[src/rtl/fucr_pkg.sv]
// Shared constants, codes and transaction types for the firmware chunk receiver.
package fucr_pkg;

  // Chunk payload size and the reciprocal used for the last-chunk remainder
  localparam int          CHUNK_BYTES = 192;
  localparam logic [32:0] CHUNK_RECIP = 33'((65'd1 << 32) / CHUNK_BYTES);

  localparam logic [7:0]  MIN_PACKET   = 8'd3;
  localparam logic [7:0]  MIN_ANNOUNCE = 8'd12;
  localparam logic [7:0]  MIN_CHUNK    = 8'd8;

  localparam logic [23:0] IDLE_MAX      = 24'hFFFFFF;
  localparam logic [23:0] TIMEOUT_RESET = 24'd60000;

  // Incoming command codes
  localparam logic [2:0] CMD_ANNOUNCE = 3'd0;
  localparam logic [2:0] CMD_CHUNK    = 3'd1;
  localparam logic [2:0] CMD_QUERY    = 3'd2;
  localparam logic [2:0] CMD_COMPLETE = 3'd3;
  localparam logic [2:0] CMD_ABORT    = 3'd4;
  localparam logic [2:0] CMD_TICK     = 3'd5;

  // Classified operations handed from front to back
  localparam logic [3:0] OP_ACTIVITY   = 4'd0;
  localparam logic [3:0] OP_TICK       = 4'd1;
  localparam logic [3:0] OP_ANN_LATEST = 4'd2;
  localparam logic [3:0] OP_ANN_FAIL   = 4'd3;
  localparam logic [3:0] OP_ANN_START  = 4'd4;
  localparam logic [3:0] OP_CHUNK      = 4'd5;
  localparam logic [3:0] OP_QUERY      = 4'd6;
  localparam logic [3:0] OP_COMPLETE   = 4'd7;
  localparam logic [3:0] OP_ABORT      = 4'd8;

  // Transfer phase
  localparam logic [1:0] PH_IDLE = 2'd0;
  localparam logic [1:0] PH_RECV = 2'd1;
  localparam logic [1:0] PH_DONE = 2'd2;

  // Reply kinds and answered-command codes
  localparam logic [1:0] KIND_ACK    = 2'd0;
  localparam logic [1:0] KIND_NACK   = 2'd1;
  localparam logic [1:0] KIND_STATUS = 2'd2;

  localparam logic [1:0] ACK_ANNOUNCE = 2'd0;
  localparam logic [1:0] ACK_CHUNK    = 2'd1;
  localparam logic [1:0] ACK_COMPLETE = 2'd3;

  // Status codes
  localparam logic [2:0] ST_OK     = 3'd0;
  localparam logic [2:0] ST_LATEST = 3'd1;
  localparam logic [2:0] ST_FLASH  = 3'd2;
  localparam logic [2:0] ST_SEQ    = 3'd3;
  localparam logic [2:0] ST_LEN    = 3'd4;
  localparam logic [2:0] ST_CRC    = 3'd5;
  localparam logic [2:0] ST_SIZE   = 3'd6;

  // Command queue between front and back
  localparam int CQ_DEPTH = 4;
  localparam int CQ_AW    = $clog2(CQ_DEPTH);
  localparam int CQ_CW    = $clog2(CQ_DEPTH + 1);

  // Reply queue at the back
  localparam int OQ_DEPTH = 2;
  localparam int OQ_AW    = $clog2(OQ_DEPTH);
  localparam int OQ_CW    = $clog2(OQ_DEPTH + 1);

  typedef struct packed {
    logic [3:0]  op;
    logic        short_chunk;
    logic        crc_ok;
    logic        flash_ok;
    logic [31:0] image_size;
    logic [15:0] chunk_count;
    logic [15:0] chunk_seq;
    logic [7:0]  chunk_len;
    logic [7:0]  tail;
  } item_t;

  typedef struct packed {
    logic [1:0]  reply_kind;
    logic [1:0]  acked_command;
    logic [15:0] reply_seq;
    logic [2:0]  status_code;
    logic [1:0]  node_phase;
  } reply_t;

endpackage

[src/rtl/fucr_front.sv]
// Front end: packet classification, last-chunk remainder and command queue.
module fucr_front (
  input  logic                 clk,
  input  logic                 rst_n,
  input  logic                 in_push,
  output logic                 in_full,
  input  logic [2:0]           in_command,
  input  logic [7:0]           in_packet_len,
  input  logic                 in_target_match,
  input  logic                 in_version_same,
  input  logic                 in_flash_ok,
  input  logic [31:0]          in_image_size,
  input  logic [15:0]          in_chunk_count,
  input  logic [15:0]          in_chunk_seq,
  input  logic [7:0]           in_chunk_len,
  input  logic                 in_crc_ok,
  output logic                 q_valid,
  output fucr_pkg::item_t      q_item,
  input  logic                 q_pop
);

  logic                    accept;
  logic                    runt;
  fucr_pkg::item_t         cls_item;
  logic [64:0]             prod;

  logic                    s1_v_r;
  fucr_pkg::item_t         s1_item_r;
  logic [8:0]              s1_qlo_r;

  logic [8:0]              qc_lo;
  logic [8:0]              rem0;
  fucr_pkg::item_t         push_item;

  fucr_pkg::item_t         cq_mem_r [fucr_pkg::CQ_DEPTH];
  logic [fucr_pkg::CQ_AW-1:0] cq_wp_r, cq_wp_nxt;
  logic [fucr_pkg::CQ_AW-1:0] cq_rp_r, cq_rp_nxt;
  logic [fucr_pkg::CQ_CW-1:0] cq_cnt_r, cq_cnt_nxt;
  logic [fucr_pkg::CQ_CW:0]   occ;
  logic                    do_pop;

  // Credit: the item in the stage register already owns a queue slot
  assign occ     = {1'b0, cq_cnt_r} + {{fucr_pkg::CQ_CW{1'b0}}, s1_v_r};
  assign in_full = occ >= (fucr_pkg::CQ_CW+1)'(fucr_pkg::CQ_DEPTH);

  assign runt   = (in_command != fucr_pkg::CMD_TICK) && (in_packet_len < fucr_pkg::MIN_PACKET);
  assign accept = in_push && !in_full && !runt;

  assign prod = 65'(in_image_size) * 65'(fucr_pkg::CHUNK_RECIP);

  always_comb begin
    cls_item             = '0;
    cls_item.short_chunk = in_packet_len < fucr_pkg::MIN_CHUNK;
    cls_item.crc_ok      = in_crc_ok;
    cls_item.flash_ok    = in_flash_ok;
    cls_item.image_size  = in_image_size;
    cls_item.chunk_count = in_chunk_count;
    cls_item.chunk_seq   = in_chunk_seq;
    cls_item.chunk_len   = in_chunk_len;
    unique case (in_command)
      fucr_pkg::CMD_ANNOUNCE: begin
        if (in_packet_len < fucr_pkg::MIN_ANNOUNCE || !in_target_match) begin
          cls_item.op = fucr_pkg::OP_ACTIVITY;
        end else if (in_version_same) begin
          cls_item.op = fucr_pkg::OP_ANN_LATEST;
        end else if (!in_flash_ok) begin
          cls_item.op = fucr_pkg::OP_ANN_FAIL;
        end else begin
          cls_item.op = fucr_pkg::OP_ANN_START;
        end
      end
      fucr_pkg::CMD_CHUNK:    cls_item.op = fucr_pkg::OP_CHUNK;
      fucr_pkg::CMD_QUERY:    cls_item.op = fucr_pkg::OP_QUERY;
      fucr_pkg::CMD_COMPLETE: cls_item.op = fucr_pkg::OP_COMPLETE;
      fucr_pkg::CMD_ABORT:    cls_item.op = fucr_pkg::OP_ABORT;
      fucr_pkg::CMD_TICK:     cls_item.op = fucr_pkg::OP_TICK;
      default:                cls_item.op = fucr_pkg::OP_ACTIVITY;
    endcase
  end

  always_ff @(posedge clk) begin
    if (!rst_n) begin
      s1_v_r <= 1'b0;
    end else begin
      s1_v_r <= accept;
    end
    if (accept) begin
      s1_item_r <= cls_item;
      s1_qlo_r  <= prod[40:32];
    end
  end

  // Quotient estimate is low by at most one, so remainder is below 2*CHUNK_BYTES
  // and fits in nine bits; one conditional subtract finishes it.
  assign qc_lo = 9'(s1_qlo_r * 9'(fucr_pkg::CHUNK_BYTES));
  assign rem0  = s1_item_r.image_size[8:0] - qc_lo;

  always_comb begin
    push_item = s1_item_r;
    if (rem0 >= 9'(fucr_pkg::CHUNK_BYTES)) begin
      push_item.tail = 8'(rem0 - 9'(fucr_pkg::CHUNK_BYTES));
    end else begin
      push_item.tail = 8'(rem0);
    end
  end

  assign q_valid = cq_cnt_r != '0;
  assign q_item  = cq_mem_r[cq_rp_r];
  assign do_pop  = q_pop && q_valid;

  always_comb begin
    cq_wp_nxt  = s1_v_r ? cq_wp_r + 1'b1 : cq_wp_r;
    cq_rp_nxt  = do_pop ? cq_rp_r + 1'b1 : cq_rp_r;
    cq_cnt_nxt = cq_cnt_r + fucr_pkg::CQ_CW'(s1_v_r) - fucr_pkg::CQ_CW'(do_pop);
  end

  always_ff @(posedge clk) begin
    if (!rst_n) begin
      cq_wp_r  <= '0;
      cq_rp_r  <= '0;
      cq_cnt_r <= '0;
    end else begin
      cq_wp_r  <= cq_wp_nxt;
      cq_rp_r  <= cq_rp_nxt;
      cq_cnt_r <= cq_cnt_nxt;
    end
    if (s1_v_r) begin
      cq_mem_r[cq_wp_r] <= push_item;
    end
  end

endmodule

[src/rtl/fucr_back.sv]
// Back end: transfer state, per-operation decisions and reply queue.
module fucr_back (
  input  logic                 clk,
  input  logic                 rst_n,
  input  logic                 cfg_we,
  input  logic [23:0]          cfg_timeout_ticks,
  input  logic                 q_valid,
  input  fucr_pkg::item_t      q_item,
  output logic                 q_pop,
  output logic                 out_empty,
  input  logic                 out_pop,
  output fucr_pkg::reply_t     out_reply
);

  logic [23:0] timeout_r;
  logic [1:0]  phase_r, phase_nxt;
  logic [31:0] total_size_r, total_size_nxt;
  logic [15:0] total_chunks_r, total_chunks_nxt;
  logic [7:0]  tail_r, tail_nxt;
  logic [15:0] exp_seq_r, exp_seq_nxt;
  logic [31:0] bytes_r, bytes_nxt;
  logic [23:0] idle_r, idle_nxt;

  logic [23:0] idle_inc;
  logic        last_chunk;
  logic [7:0]  want_len;
  logic        exec;
  logic        rep_v;
  fucr_pkg::reply_t rep;

  fucr_pkg::reply_t           oq_mem_r [fucr_pkg::OQ_DEPTH];
  logic [fucr_pkg::OQ_AW-1:0] oq_wp_r, oq_rp_r;
  logic [fucr_pkg::OQ_CW-1:0] oq_cnt_r;
  logic                       oq_pop;
  logic                       room;

  assign oq_pop    = out_pop && !out_empty;
  assign out_empty = oq_cnt_r == '0;
  assign out_reply = oq_mem_r[oq_rp_r];
  assign room      = (oq_cnt_r != fucr_pkg::OQ_CW'(fucr_pkg::OQ_DEPTH)) || oq_pop;
  assign exec      = q_valid && room;
  assign q_pop     = exec;

  assign idle_inc   = (idle_r == fucr_pkg::IDLE_MAX) ? idle_r : idle_r + 24'd1;
  assign last_chunk = (total_chunks_r != '0) && (q_item.chunk_seq == total_chunks_r - 16'd1)
                      && (tail_r != '0);
  assign want_len   = last_chunk ? tail_r : 8'(fucr_pkg::CHUNK_BYTES);

  always_comb begin
    phase_nxt        = phase_r;
    total_size_nxt   = total_size_r;
    total_chunks_nxt = total_chunks_r;
    tail_nxt         = tail_r;
    exp_seq_nxt      = exp_seq_r;
    bytes_nxt        = bytes_r;
    idle_nxt         = idle_r;
    rep_v            = 1'b0;
    rep              = '0;
    if (exec) begin
      if (q_item.op != fucr_pkg::OP_TICK) begin
        idle_nxt = '0;
      end
      unique case (q_item.op)
        fucr_pkg::OP_TICK: begin
          idle_nxt = idle_inc;
          if (phase_r == fucr_pkg::PH_RECV && idle_inc > timeout_r) begin
            phase_nxt   = fucr_pkg::PH_IDLE;
            exp_seq_nxt = '0;
          end
        end
        fucr_pkg::OP_ANN_LATEST: begin
          rep_v            = 1'b1;
          rep.reply_kind   = fucr_pkg::KIND_NACK;
          rep.acked_command = fucr_pkg::ACK_ANNOUNCE;
          rep.status_code  = fucr_pkg::ST_LATEST;
        end
        fucr_pkg::OP_ANN_FAIL: begin
          phase_nxt        = fucr_pkg::PH_IDLE;
          rep_v            = 1'b1;
          rep.reply_kind   = fucr_pkg::KIND_NACK;
          rep.acked_command = fucr_pkg::ACK_ANNOUNCE;
          rep.status_code  = fucr_pkg::ST_FLASH;
        end
        fucr_pkg::OP_ANN_START: begin
          total_size_nxt   = q_item.image_size;
          total_chunks_nxt = q_item.chunk_count;
          tail_nxt         = q_item.tail;
          exp_seq_nxt      = '0;
          bytes_nxt        = '0;
          phase_nxt        = fucr_pkg::PH_RECV;
          rep_v            = 1'b1;
          rep.reply_kind   = fucr_pkg::KIND_ACK;
          rep.acked_command = fucr_pkg::ACK_ANNOUNCE;
          rep.status_code  = fucr_pkg::ST_OK;
        end
        fucr_pkg::OP_CHUNK: begin
          if (phase_r == fucr_pkg::PH_RECV) begin
            rep_v             = 1'b1;
            rep.acked_command = fucr_pkg::ACK_CHUNK;
            rep.reply_seq     = q_item.chunk_seq;
            rep.reply_kind    = fucr_pkg::KIND_NACK;
            if (q_item.short_chunk) begin
              rep.reply_seq   = exp_seq_r;
              rep.status_code = fucr_pkg::ST_SEQ;
            end else if (q_item.chunk_len != want_len) begin
              rep.status_code = fucr_pkg::ST_LEN;
            end else if (!q_item.crc_ok) begin
              rep.status_code = fucr_pkg::ST_CRC;
            end else if (q_item.chunk_seq == exp_seq_r) begin
              if (!q_item.flash_ok) begin
                rep.status_code = fucr_pkg::ST_FLASH;
              end else begin
                exp_seq_nxt     = exp_seq_r + 16'd1;
                bytes_nxt       = bytes_r + {24'd0, q_item.chunk_len};
                rep.reply_kind  = fucr_pkg::KIND_ACK;
                rep.status_code = fucr_pkg::ST_OK;
              end
            end else if (q_item.chunk_seq < exp_seq_r) begin
              // duplicate: ack again
              rep.reply_kind  = fucr_pkg::KIND_ACK;
              rep.status_code = fucr_pkg::ST_OK;
            end else begin
              rep.status_code = fucr_pkg::ST_SEQ;
            end
          end
        end
        fucr_pkg::OP_QUERY: begin
          rep_v          = 1'b1;
          rep.reply_kind = fucr_pkg::KIND_STATUS;
          rep.reply_seq  = exp_seq_r;
          rep.node_phase = phase_r;
        end
        fucr_pkg::OP_COMPLETE: begin
          if (phase_r == fucr_pkg::PH_RECV) begin
            rep_v             = 1'b1;
            rep.acked_command = fucr_pkg::ACK_COMPLETE;
            rep.reply_seq     = total_chunks_r;
            if (bytes_r != total_size_r) begin
              phase_nxt       = fucr_pkg::PH_IDLE;
              exp_seq_nxt     = '0;
              rep.reply_kind  = fucr_pkg::KIND_NACK;
              rep.status_code = fucr_pkg::ST_SIZE;
            end else if (q_item.flash_ok) begin
              phase_nxt       = fucr_pkg::PH_DONE;
              rep.reply_kind  = fucr_pkg::KIND_ACK;
              rep.status_code = fucr_pkg::ST_OK;
            end else begin
              phase_nxt       = fucr_pkg::PH_IDLE;
              exp_seq_nxt     = '0;
              rep.reply_kind  = fucr_pkg::KIND_NACK;
              rep.status_code = fucr_pkg::ST_FLASH;
            end
          end
        end
        fucr_pkg::OP_ABORT: begin
          phase_nxt   = fucr_pkg::PH_IDLE;
          exp_seq_nxt = '0;
        end
        default: begin
          // plain activity: idle count already cleared
        end
      endcase
    end
  end

  always_ff @(posedge clk) begin
    if (!rst_n) begin
      timeout_r      <= fucr_pkg::TIMEOUT_RESET;
      phase_r        <= fucr_pkg::PH_IDLE;
      total_size_r   <= '0;
      total_chunks_r <= '0;
      tail_r         <= '0;
      exp_seq_r      <= '0;
      bytes_r        <= '0;
      idle_r         <= '0;
      oq_wp_r        <= '0;
      oq_rp_r        <= '0;
      oq_cnt_r       <= '0;
    end else begin
      if (cfg_we) begin
        timeout_r <= cfg_timeout_ticks;
      end
      phase_r        <= phase_nxt;
      total_size_r   <= total_size_nxt;
      total_chunks_r <= total_chunks_nxt;
      tail_r         <= tail_nxt;
      exp_seq_r      <= exp_seq_nxt;
      bytes_r        <= bytes_nxt;
      idle_r         <= idle_nxt;
      if (rep_v) begin
        oq_wp_r <= oq_wp_r + 1'b1;
      end
      if (oq_pop) begin
        oq_rp_r <= oq_rp_r + 1'b1;
      end
      oq_cnt_r <= oq_cnt_r + fucr_pkg::OQ_CW'(rep_v) - fucr_pkg::OQ_CW'(oq_pop);
    end
    if (rep_v) begin
      oq_mem_r[oq_wp_r] <= rep;
    end
  end

endmodule

[src/rtl/firmware_update_chunk_receiver_top.sv]
// Top level of the firmware update chunk receiver: front end, back end, assertions.
// Usage:
//   Input channel: drive a decoded packet or a tick on the in_ ports with in_push;
//   the transaction is taken on a rising edge with in_push high and in_full low.
//   Runt packets (non-tick, shorter than three bytes) are dropped on entry.
//   Result channel: while out_empty is low the oldest reply sits on the out_ ports;
//   raise out_pop to take it. Packets that earn no reply produce nothing here.
//   Config: cfg_we with cfg_timeout_ticks loads the idle timeout; write it only
//   while no transaction is in flight.
// Timing:
//   One transaction per cycle sustained while out_pop keeps the reply queue draining.
//   A reply passes the remainder stage (32x33 multiply), then the command queue,
//   where the back end decides as it pops the command, then the reply queue.
//   A four-entry command queue separates classification from execution, and a
//   two-entry reply queue separates execution from the consumer.
// Stall / reset:
//   If out_pop is held low, the reply queue fills, the back end stops, and the
//   command queue fills; in_full then rises and holds until replies drain.
//   Synchronous reset (rst_n low) empties both queues, sets the phase to idle,
//   clears counters and loads the default timeout of 60000 ticks.
module firmware_update_chunk_receiver_top (
  input  logic        clk,
  input  logic        rst_n,
  input  logic        in_push,
  output logic        in_full,
  input  logic [2:0]  in_command,
  input  logic [7:0]  in_packet_len,
  input  logic        in_target_match,
  input  logic        in_version_same,
  input  logic        in_flash_ok,
  input  logic [31:0] in_image_size,
  input  logic [15:0] in_chunk_count,
  input  logic [15:0] in_chunk_seq,
  input  logic [7:0]  in_chunk_len,
  input  logic        in_crc_ok,
  output logic        out_empty,
  input  logic        out_pop,
  output logic [1:0]  out_reply_kind,
  output logic [1:0]  out_acked_command,
  output logic [15:0] out_reply_seq,
  output logic [2:0]  out_status_code,
  output logic [1:0]  out_node_phase,
  input  logic        cfg_we,
  input  logic [23:0] cfg_timeout_ticks
);

  logic             q_valid;
  logic             q_pop;
  fucr_pkg::item_t  q_item;
  fucr_pkg::reply_t out_reply;

  fucr_front u_front (
    .clk             (clk),
    .rst_n           (rst_n),
    .in_push         (in_push),
    .in_full         (in_full),
    .in_command      (in_command),
    .in_packet_len   (in_packet_len),
    .in_target_match (in_target_match),
    .in_version_same (in_version_same),
    .in_flash_ok     (in_flash_ok),
    .in_image_size   (in_image_size),
    .in_chunk_count  (in_chunk_count),
    .in_chunk_seq    (in_chunk_seq),
    .in_chunk_len    (in_chunk_len),
    .in_crc_ok       (in_crc_ok),
    .q_valid         (q_valid),
    .q_item          (q_item),
    .q_pop           (q_pop)
  );

  fucr_back u_back (
    .clk               (clk),
    .rst_n             (rst_n),
    .cfg_we            (cfg_we),
    .cfg_timeout_ticks (cfg_timeout_ticks),
    .q_valid           (q_valid),
    .q_item            (q_item),
    .q_pop             (q_pop),
    .out_empty         (out_empty),
    .out_pop           (out_pop),
    .out_reply         (out_reply)
  );

  assign out_reply_kind    = out_reply.reply_kind;
  assign out_acked_command = out_reply.acked_command;
  assign out_reply_seq     = out_reply.reply_seq;
  assign out_status_code   = out_reply.status_code;
  assign out_node_phase    = out_reply.node_phase;

`ifndef ASSERT_OFF
  // Both queues come out of reset empty
  a_reset_empty: assert property (@(posedge clk) !rst_n |=> out_empty && !in_full)
    else $error("queues not empty after reset");

  // Back end only takes a command the queue actually holds
  a_pop_valid: assert property (@(posedge clk) disable iff (!rst_n) q_pop |-> q_valid)
    else $error("command queue popped while empty");

  // Status reports carry no command or status code; acks and nacks carry no phase
  a_status_fields: assert property (@(posedge clk) disable iff (!rst_n)
    !out_empty |-> ((out_reply_kind == fucr_pkg::KIND_STATUS)
                    ? (out_status_code == fucr_pkg::ST_OK && out_acked_command == 2'd0)
                    : (out_node_phase == fucr_pkg::PH_IDLE)))
    else $error("reply fields inconsistent with reply kind");

  // A waiting reply holds still until it is taken
  a_reply_hold: assert property (@(posedge clk) disable iff (!rst_n)
    !out_empty && !out_pop |=> !out_empty && $stable(out_reply))
    else $error("waiting reply changed before pop");
`endif

endmodule
[config.mk]
export PLATFORM = sky130hd
export DESIGN_NAME = firmware_update_chunk_receiver_top
export DESIGN_NICKNAME = d
export VERILOG_FILES = /design/src/rtl/fucr_pkg.sv /design/src/rtl/fucr_front.sv /design/src/rtl/fucr_back.sv /design/src/rtl/firmware_update_chunk_receiver_top.sv
export SDC_FILE = /design/constraint.sdc
export NUM_CORES = 1
export LEC_CHECK = 0
export BUFFER_PORTS_ARGS = -buffer_cell sky130_fd_sc_hd__buf_2
export CORE_MARGIN = 1.5
export CORE_UTILIZATION = 40
export CTS_CLUSTER_DIAMETER = 200
export DETAILED_ROUTE_END_ITERATION = 6
export PLACE_DENSITY = 0.57
export SETUP_SLACK_MARGIN = 0.15
export SYNTH_ARGS = -nofsm -noshare
export SYNTH_HDL_FRONTEND = slang
export SYNTH_SLANG_ARGS = --single-unit
[constraint.sdc]
create_clock -name clk -period 20 [get_ports clk]
set_input_delay 4 -clock clk [delete_from_list [all_inputs] [get_ports clk]]
set_output_delay 4 -clock clk [all_outputs]
set_load 0.01 [all_outputs]
==> After elaboration in Yosys (flattened, before gate mapping) <==
Memory sizes are Yosys's and may differ from the RTL's. A register that Yosys moved wholly into a read port is not among the register bits.
Index checks and enable logic that the tools add are counted.
{ "word_totals": {"reg_bits": 254, "mem_bits_rw": 398, "output_inout_bits": 27, "wordCells": 181, "mem_count": 2} }
{ "memory_table": {"columns": ["name", "words", "width", "read_ports", "rd_ports_with_merged_regs", "write_ports", "line_no", "source"], "rows": [
  ["u_front.cq_mem_r", 4, 87, 1, 1, 1, "fucr_front.sv:35", "fucr_pkg::item_t cq_mem_r [fucr_pkg::CQ_DEPTH];"],
  ["u_back.oq_mem_r", 2, 25, 1, 1, 1, "fucr_back.sv:31", "fucr_pkg::reply_t oq_mem_r [fucr_pkg::OQ_DEPTH];"]
]} }
{ "op_classes": {"addsub": 15, "multipliers": 2, "magnitude_cmp": 7, "eq_ne": 31, "mux": 66, "reduce_logical": 34} }
{ "op_table": {"columns": ["op", "count"], "rows": [
  ["32-bit 2-to-1 mux", 6],
  ["16-bit 2-to-1 mux", 11],
  ["24-bit 2-to-1 mux", 3],
  ["16-bit one-hot mux with 4 select lines", 1],
  ["32-bit one-hot mux with 2 select lines", 1],
  ["16-bit one-hot mux with 3 select lines", 1],
  ["23-bit 2-to-1 mux", 2],
  ["32-bit by 25-bit multiplier with 41-bit output (second input constant)", 1],
  ["32-bit by 8-bit adder with 32-bit output", 1],
  ["16-bit equality test", 2],
  ["32-bit inequality test", 1],
  ["2-bit 2-to-1 mux", 14],
  ["25-bit 2-to-1 mux", 1],
  ["24-bit by 1-bit adder with 24-bit output (second input constant)", 1],
  ["24-bit equality test (second input constant)", 1],
  ["24-bit greater-than comparator", 1],
  ["4-bit one-hot mux with 6 select lines", 1],
  ["16-bit by 1-bit adder with 16-bit output (second input constant)", 1],
  ["4-bit by 3-bit equality test with 1-bit output (second input constant)", 4],
  ["16-bit less-than comparator", 1],
  ["8-bit by 4-bit less-than comparator with 1-bit output (second input constant)", 2],
  ["8-bit 2-to-1 mux", 2],
  ["2-bit one-hot mux with 4 select lines", 2],
  ["16-bit nonzero test", 1],
  ["47 further kinds", 93]
]} }

==> Depth between registers and ports, before layout <==
Gate-level depths: netlist (run 1).
{ "logic_depth": {"word_depth": 11, "ltp_mapped": 24, "ltp_nobuf": 24} }

==> Cells and area by module <==
Synthesis (run 1) repeated with hierarchy kept, for this count alone.
{ "hier_totals": {"hier_cells": 2796, "area_unflattened_um2": 35155.0} }
{ "modules_own_cells": {"columns": ["mod", "instances", "cells_per_inst", "area_each_um2", "seq_area_each_um2"], "rows": [
  ["fucr_front", 1, 1418, 23062.1, 12391.9],
  ["fucr_back", 1, 1378, 12092.8, 4684.5]
]} }

==> Worst setup path before layout (run 1) <==
Ideal clock, no wire load.
{ "synth_timing": {"path_kind": "input to register", "from": "in in_command[1]", "to": "reg u_front.s1_item_r (netlist bit u_front.push_item[10]) (enable)", "setup_ps": 672, "arrival_time_ps": 10799, "required_time_ps": 19328, "slack_ps": 8529, "stages": 2, "n_path_buf": 0, "path_cell_list": "nand3b_1 a311oi_1"} }
{ "synth_between": {"elab_chain_cells": 4} }
{ "synth_lines": {"columns": ["item", "line_no", "source"], "rows": [
  ["from (decl)", "firmware_update_chunk_receiver_top.sv:26", "input logic [2:0] in_command,"],
  ["3-bit inequality test", "fucr_front.sv:46", "assign runt = (in_command != fucr_pkg::CMD_TICK) && (in_packet_len < fucr_pkg::MIN_PACKET);"],
  ["1-bit logical AND", "fucr_front.sv:46", null],
  ["1-bit zero test", "fucr_front.sv:47", "assign accept = in_push && !in_full && !runt;"],
  ["1-bit logical AND", "fucr_front.sv:47", null],
  ["via u_front.accept", "fucr_front.sv:22", "logic accept;"],
  ["to (signal assigned)", "fucr_front.sv:88", "s1_item_r <= cls_item;"],
  ["to (decl)", "fucr_front.sv:28", "fucr_pkg::item_t s1_item_r;"]
]} }
The timed path passes the listed nets, and every way through them passes these cells.
A chain may end at the register's enable or synchronous reset.

==> Final worst setup path (run 1) <==
{ "layout_timing": {"from": "in in_image_size[1]", "to": "reg u_front.s1_qlo_r[1], data pin"} }
{ "layout_between": {"elab_chain_cells": 1} }
{ "layout_lines": {"columns": ["item", "line_no", "source"], "rows": [
  ["from (decl)", "firmware_update_chunk_receiver_top.sv:31", "input logic [31:0] in_image_size,"],
  ["32-bit by 25-bit multiplier with 41-bit output", "fucr_front.sv:49", "assign prod = 65'(in_image_size) * 65'(fucr_pkg::CHUNK_RECIP);"],
  ["via u_front.prod[33]", "fucr_front.sv:25", "logic [64:0] prod;"],
  ["to (signal assigned)", "fucr_front.sv:89", "s1_qlo_r <= prod[40:32];"],
  ["to (decl)", "fucr_front.sv:29", "logic [8:0] s1_qlo_r;"]
]} }
The timed path passes the listed nets, and every way through them passes these cells.

==> results of run 1 <==
[report_power, final]
| group | internal [mW] | total (mW) | leakage, nW | switching (mW) |
|---|---|---|---|---|
| Combinational | 1.25 | 2.91 | 8.51 | 1.66 |
| Clock | 0.821 | 1.37 | 1.22 | 0.552 |
| Sequential | 1.58 | 1.68 | 5.47 | 0.105 |
[layer usage]
metal	up-vias	global-route usage	share of wire
met5	-	0	0.00016
met4	2	0.05291	0.024
met2	492	0.3259	0.48
li1	9681	-	-
met3	125	0.03073	0.048
met1	10370	0.2586	0.44
[per-stage QoR]
step	instance area (sq um)	power (mW)	worst slack [ns]	hold slack [ns]	util
3_3_place_gp	36330	4.607	10.08	0.4669	0.4273
4_1_cts	38880	6.064	10.63	0.4822	0.4573
2_1_floorplan	34300	3.789	8.529	0.4551	-
6_report	38890	5.962	10.62	0.4778	0.4575
3_5_place_dp	36330	4.650	10.01	0.4755	0.4273
5_1_grt	38890	6.470	10.36	0.4931	0.4575
[cells by family after synthesis]
group	count (synthesis)	share of synthesized area
adders and majority gates	445	0.2048
buffers and inverters	478	0.05307
AOI/OAI and AO/OA	332	0.06540
and+or+nand+nor	522	0.07810
xor gates and xnor gates	132	0.03436
muxes	136	0.06996
DFF	619	0.4943
[layout by cell type, fill, tap and decap left out, types with 73 or more instances in the layout]
cell type and n:
edfxtp_1 456, xnor2_1 78, mux4_2 80, nand2_1 178, fa_1 194, dfxtp_1 161, a21oi_1 84, ha_1 251
nor2_1 73, inv_1 400, buf_2 141, clkbuf_16 73
[worst paths after layout]
check,from,end
max,in_image_size[1],u_front.s1_qlo_r[1]
min,u_back.total_size_r[20],u_back.total_size_r[20]
max reg2reg,register,u_back.bytes_r[31]
min reg2reg,u_back.total_size_r[20],u_back.total_size_r[20]
[registers in the layout, summed over array words and instances (netlist names), 16 cells and up, named ones only]
| register | count |
|---|---|
| u_back.bytes_r | 32 |
| u_front.push_item | 79 |
| u_back.oq_mem_r | 50 |
| u_back.exp_seq_r | 16 |
| u_back.total_chunks_r | 16 |
| u_front.cq_mem_r | 324 |
| u_back.idle_r | 24 |
| u_back.timeout_r | 24 |
| u_back.total_size_r | 26 |
[worst register-to-register path: cells and delay by family, from the launching register on]
kind | cells | cell delay [ns]
AOI/OAI and AO/OA | 2 | 0.70
adders and majority gates | 1 | 0.30
buffers and inverters | 3 | 1.16
DFF | 1 | 0.97
muxes | 2 | 0.55
and+or+nand+nor | 9 | 2.53
[area by class of cell]
| cell class | count | area, sq um | area share |
|---|---|---|---|
| clock buffers | 88 | 1933 | 0.04971 |
| well taps | 1144 | 1431 | 0.03681 |
| flip-flops and latches | 619 | 16960 | 0.4362 |
| inverters | 400 | 1501 | 0.03861 |
| clock inverters | 44 | 618.1 | 0.01589 |
| repair buffers | 161 | 855.8 | 0.02201 |
| multi-input cells | 1567 | 15590 | 0.4008 |
==> results.toml, run 1 <==
[worst_setup_path]
cp-end-kind = "register"
crit_top_cell = "fa_1"
crit_fanout = 7
crit_chain = "buf_2 > ha_1 > xor2_1 > ha_1 > or2_2 > fa_1 > fa_1 > fa_1 > fa_1 > inv_1 > fa_1 > inv_1 > ha_1 > a21o_1 > a21o_1 > a21oi_1 > nor2b_1 > o21ai_0 > nand2b_1 > a21oi_1 > o21ai_0 > a21oi_1 > xnor2_1"
cp_top_family = "adder cells"
start_kind = "primary input"
cp_num_buf_inv = 3
cp.depth = 23
slowest_delay_ns = 0.54
path_class = "in -> reg"
critPathSlowestCell = "fa_1"
worst_ep_arrival_time_ns = 9.71
required_ns = 20.33
r2r_slack_ns = 13.72
rr_worst_depth = 17

[drt]
via_per_inst = 5.137
ant_nets = 0
drt-pass1-iter-count = 7
drt_wl_total_um = 83160
drt_iter0_markers = 1356
wl_per_cell_um = 20.67
drc_errors = 1
vias = 20670

[status]
violations = "design-rule violations"
status = "finished, violations left"

[clock_tree]
h-tree-depth = 3
clk_path_buf_depth = 3
clk_pin_slew_worst_paths_ns = 0.06
post_cts_resized = 0
postCtsHoldBufs = 0
cts_buffers = 71
post-cts-setup-buffers = 0
root_buffer = "clkbuf_16"
insertion_delay_ns = 0.62
cts.sinks = 619
cts_tree = "built"

[sta]
relSlewSlack = 0.2239
slew_viol_final = 0
period_minus_slack_ns = 9.378
timing_hold_violations_final = 0
setup_tns_ns = 0
fin_crit_sh = 0.4689
fin_skew_ns = 0.04435
max_freq_mhz = 106.6
rsz0062_at_grt = "no"
setup_viol = 0
worstMarginPinSlew_ns = 1.156

[floorplanning]
die_h_um = 295.8
rows = 107
dieWidth_um = 295.8
die_area_sq_um = 87520
initial_core_util = 0.4035
io-pin-count = 143
fp.coreArea_sq_um = 85010

[logic_synthesis]
ys_top_cells_by_area = "edfxtp_1 40%, fa_1 11%, dfxtp_1 9.5%, ha_1 9.2%, mux4_2 5.3%"
synth_area_per_cell_sq_um = 12.88
synth_nets = 3225
synth_edf_count = 456
ys_seq_elements = 619
yosysTopAreaCellShare = 0.3992
synthTopCellsByCount = "456 x edfxtp_1, 400 x inv_1, 251 x ha_1"
yosysSeqAreaShare = 0.4943
syn-instance-count = 2664
syn-cell-area_sq_um = 34300
yosys_most_used_dff = "edfxtp_1"
synth-warning-count = 0
yosysUniqueCellTypes = 78
synthMostInstantiatedCell = "edfxtp_1"
async_reset_ff_frac = 0
synth_area_leader_cell = "edfxtp_1"

[place]
place.gp.congestion = 0.8961
detailed_place_hpwl_um = 61280
place_inst = 3890
port_buffers = 142

[global_routing]
grt_usage = 0.1933
grt_overflow = 0
grt_pass1_wl_um = 127700
grt_pass1_vias = 21720
grt_max_degree = 82
antenna_found_initial = 2

[final_layout]
stdcell_count = 4023
area_growth_pct = 13.38
drive_above_1_share = 0.1448
nets = 3381
n_fill_cell = 7620
diodes = 0

[power_and_ir_drop]
leakage_nw = 15.21
powerDensity_nw_per_um2 = 153.3
ir_drop_mv = 0.2227

[min_path]
hold_class = "reg -> reg"
holdPathStages = 2

[run]
timing.max_cap.violations = 0
(Power assumes the default switching activity.)
==> run 2, diff against run 1 <==
==> constraint.sdc (replaced) <==
create_clock -name clk -period 8.78 [get_ports clk]
set_input_delay 1.756 -clock clk [delete_from_list [all_inputs] [get_ports clk]]
set_output_delay 1.756 -clock clk [all_outputs]
set_load 0.01 [all_outputs]
==> run 2 against run 1 <==
The flow still finishes with violations (design-rule violations). Sequential share of layout area increased by 0.29 points. Sequential cell count unchanged. Critical path depth increased by 2. Register-to-register slack got worse by 11 ns. Non-clock buffer count decreased by 1.
==> results.toml, run 2 (synthesis results as in run 1) <==
[global_routing]
grt_max_degree = 123
antenna_found_initial = 0
grt-busiest-layer = "met2"
grt_usage = 0.1890
grt_pass1_vias = 21580
met1_usage = 0.2655
met2_usage = 0.3075
grt_pass1_wl_um = 126000
grt_overflow = 0
grt.met3_usage = 0.02616

[min_path]
hold_class = "reg -> reg"
holdPathStages = 2
holdCritStartpoint = "u_back.total_size_r[29]"
holdPathEnd = "u_back.total_size_r[29]"

[run]
timing.max_cap.violations = 0

[final_layout]
finalInstanceArea_sq_um = 38630
multiInputGateArea_sq_um = 15580
largest_reg_flops = 324
stdcell_count = 4014
n_fill_cell = 7729
layout_common_cells = "456 x edfxtp_1, 400 x inv_1, 251 x ha_1"
nets = 3379
diodes = 0
area_growth_pct = 12.63
final_common_cell = "edfxtp_1"
seq_area_sq_um = 16960
drive_above_1_share = 0.1387
utilization = 0.4544
regMostFlops = "u_front.cq_mem_r"

[floorplanning]
fp.coreArea_sq_um = 85010
die_area_sq_um = 87520
io-pin-count = 143
rows = 107
dieWidth_um = 295.8
die_h_um = 295.8
initial_core_util = 0.4035

[clock_tree]
post-cts-setup-buffers = 0
postCtsHoldBufs = 0
clk_path_buf_depth = 3
root_buffer = "clkbuf_16"
h-tree-depth = 3
cts_buffers = 70
clk_pin_slew_worst_paths_ns = 0.06
insertion_delay_ns = 0.62
cts_tree = "built"
post_cts_resized = 0
cts.sinks = 619

[sta]
fin_crit_sh = 0.8145
timing_hold_violations_final = 0
period_minus_slack_ns = 7.151
slew_viol_final = 0
max_freq_mhz = 139.8
fin_skew_ns = 0.03647
worstMarginPinSlew_ns = 1.268
relSlewSlack = 0.1489
setup_tns_ns = 0
setup_viol = 0
worst_slack_ns = 1.629
hold_ws_ns = 0.4835
rsz0062_at_grt = "no"

[worst_setup_path]
cp_top_family = "adder cells"
required_ns = 9.10
cp_num_buf_inv = 7
cp-end-kind = "register"
r2r_slack_ns = 3.18
critPathSlowestCell = "fa_1"
crit_fanout = 6
slowest_delay_ns = 0.57
worst_ep_arrival_time_ns = 7.47
rr_worst_depth = 15
path_class = "in -> reg"
start_kind = "primary input"
r2r_end = "u_back.bytes_r[31]"

[place]
pre_cts_slack_ns = 1.076
detailed_place_hpwl_um = 60510
place_area_sq_um = 36330
place_inst = 3890
place.gp.congestion = 0.9268
port_buffers = 142

[drt]
wl_per_cell_um = 20.24
drc_errors = 3
drt-pass1-iter-count = 7
drt_wl_total_um = 81260
drt_iter0_markers = 1141
ant_nets = 0
vias = 20690
via_per_inst = 5.155

[power_and_ir_drop]
powerDensity_nw_per_um2 = 348.0
ir_drop_mv = 0.3737
report.power.total_mw = 13.44
leakage_nw = 15.10

[status]
status = "finished, violations left"
violations = "design-rule violations"
run 2: how the worst max path moves through the flow:
stage	slack, ns	startpoint	cells after the start	to
6_report	1.63	in_image_size[6]	25	u_front.s1_qlo_r[2]
5_1_grt	1.30	in_image_size[6]	25	u_front.s1_qlo_r[2]
4_1_cts	1.67	in_image_size[6]	25	u_front.s1_qlo_r[2]
3_5_place_dp	1.08	in_image_size[6]	25	u_front.s1_qlo_r[2]
3_3_place_gp	1.09	in_image_size[7]	24	u_front.s1_qlo_r[2]
2_1_floorplan	1.66	in_image_size[1]	22	u_front.s1_qlo_r[1]
run 2: metal layers:
layer | routed length (um) | vias to the layer above
met5 | 0 | -
met4 | 1636 | 0
met3 | 3694 | 100
met2 | 38210 | 471
met1 | 37720 | 10450
li1 | - | 9673
run 2: cell type report:
class / count / area share
Multi-Input combinational cell: 1567 / 0.4033
Timing Repair Buffer: 160 / 0.02196
Tap cell: 1144 / 0.03705
Inverter: 400 / 0.03886
Clock inverter: 41 / 0.01143
Clock buffer: 83 / 0.04826
Sequential cell: 619 / 0.4391
run 2: worst min-delay path: cells and delay by family, from the launching register on:
family | cells | cell delay [ns]
flops | 1 | 0.31
simple gates | 1 | 0.05
compound gates | 1 | 0.06
run 2: power by group:
group | switching (mW) | internal [mW]
Clock | 1.20 | 1.73
Combinational | 3.81 | 2.86
Sequential | 0.236 | 3.59
Total | 5.25 | 8.19
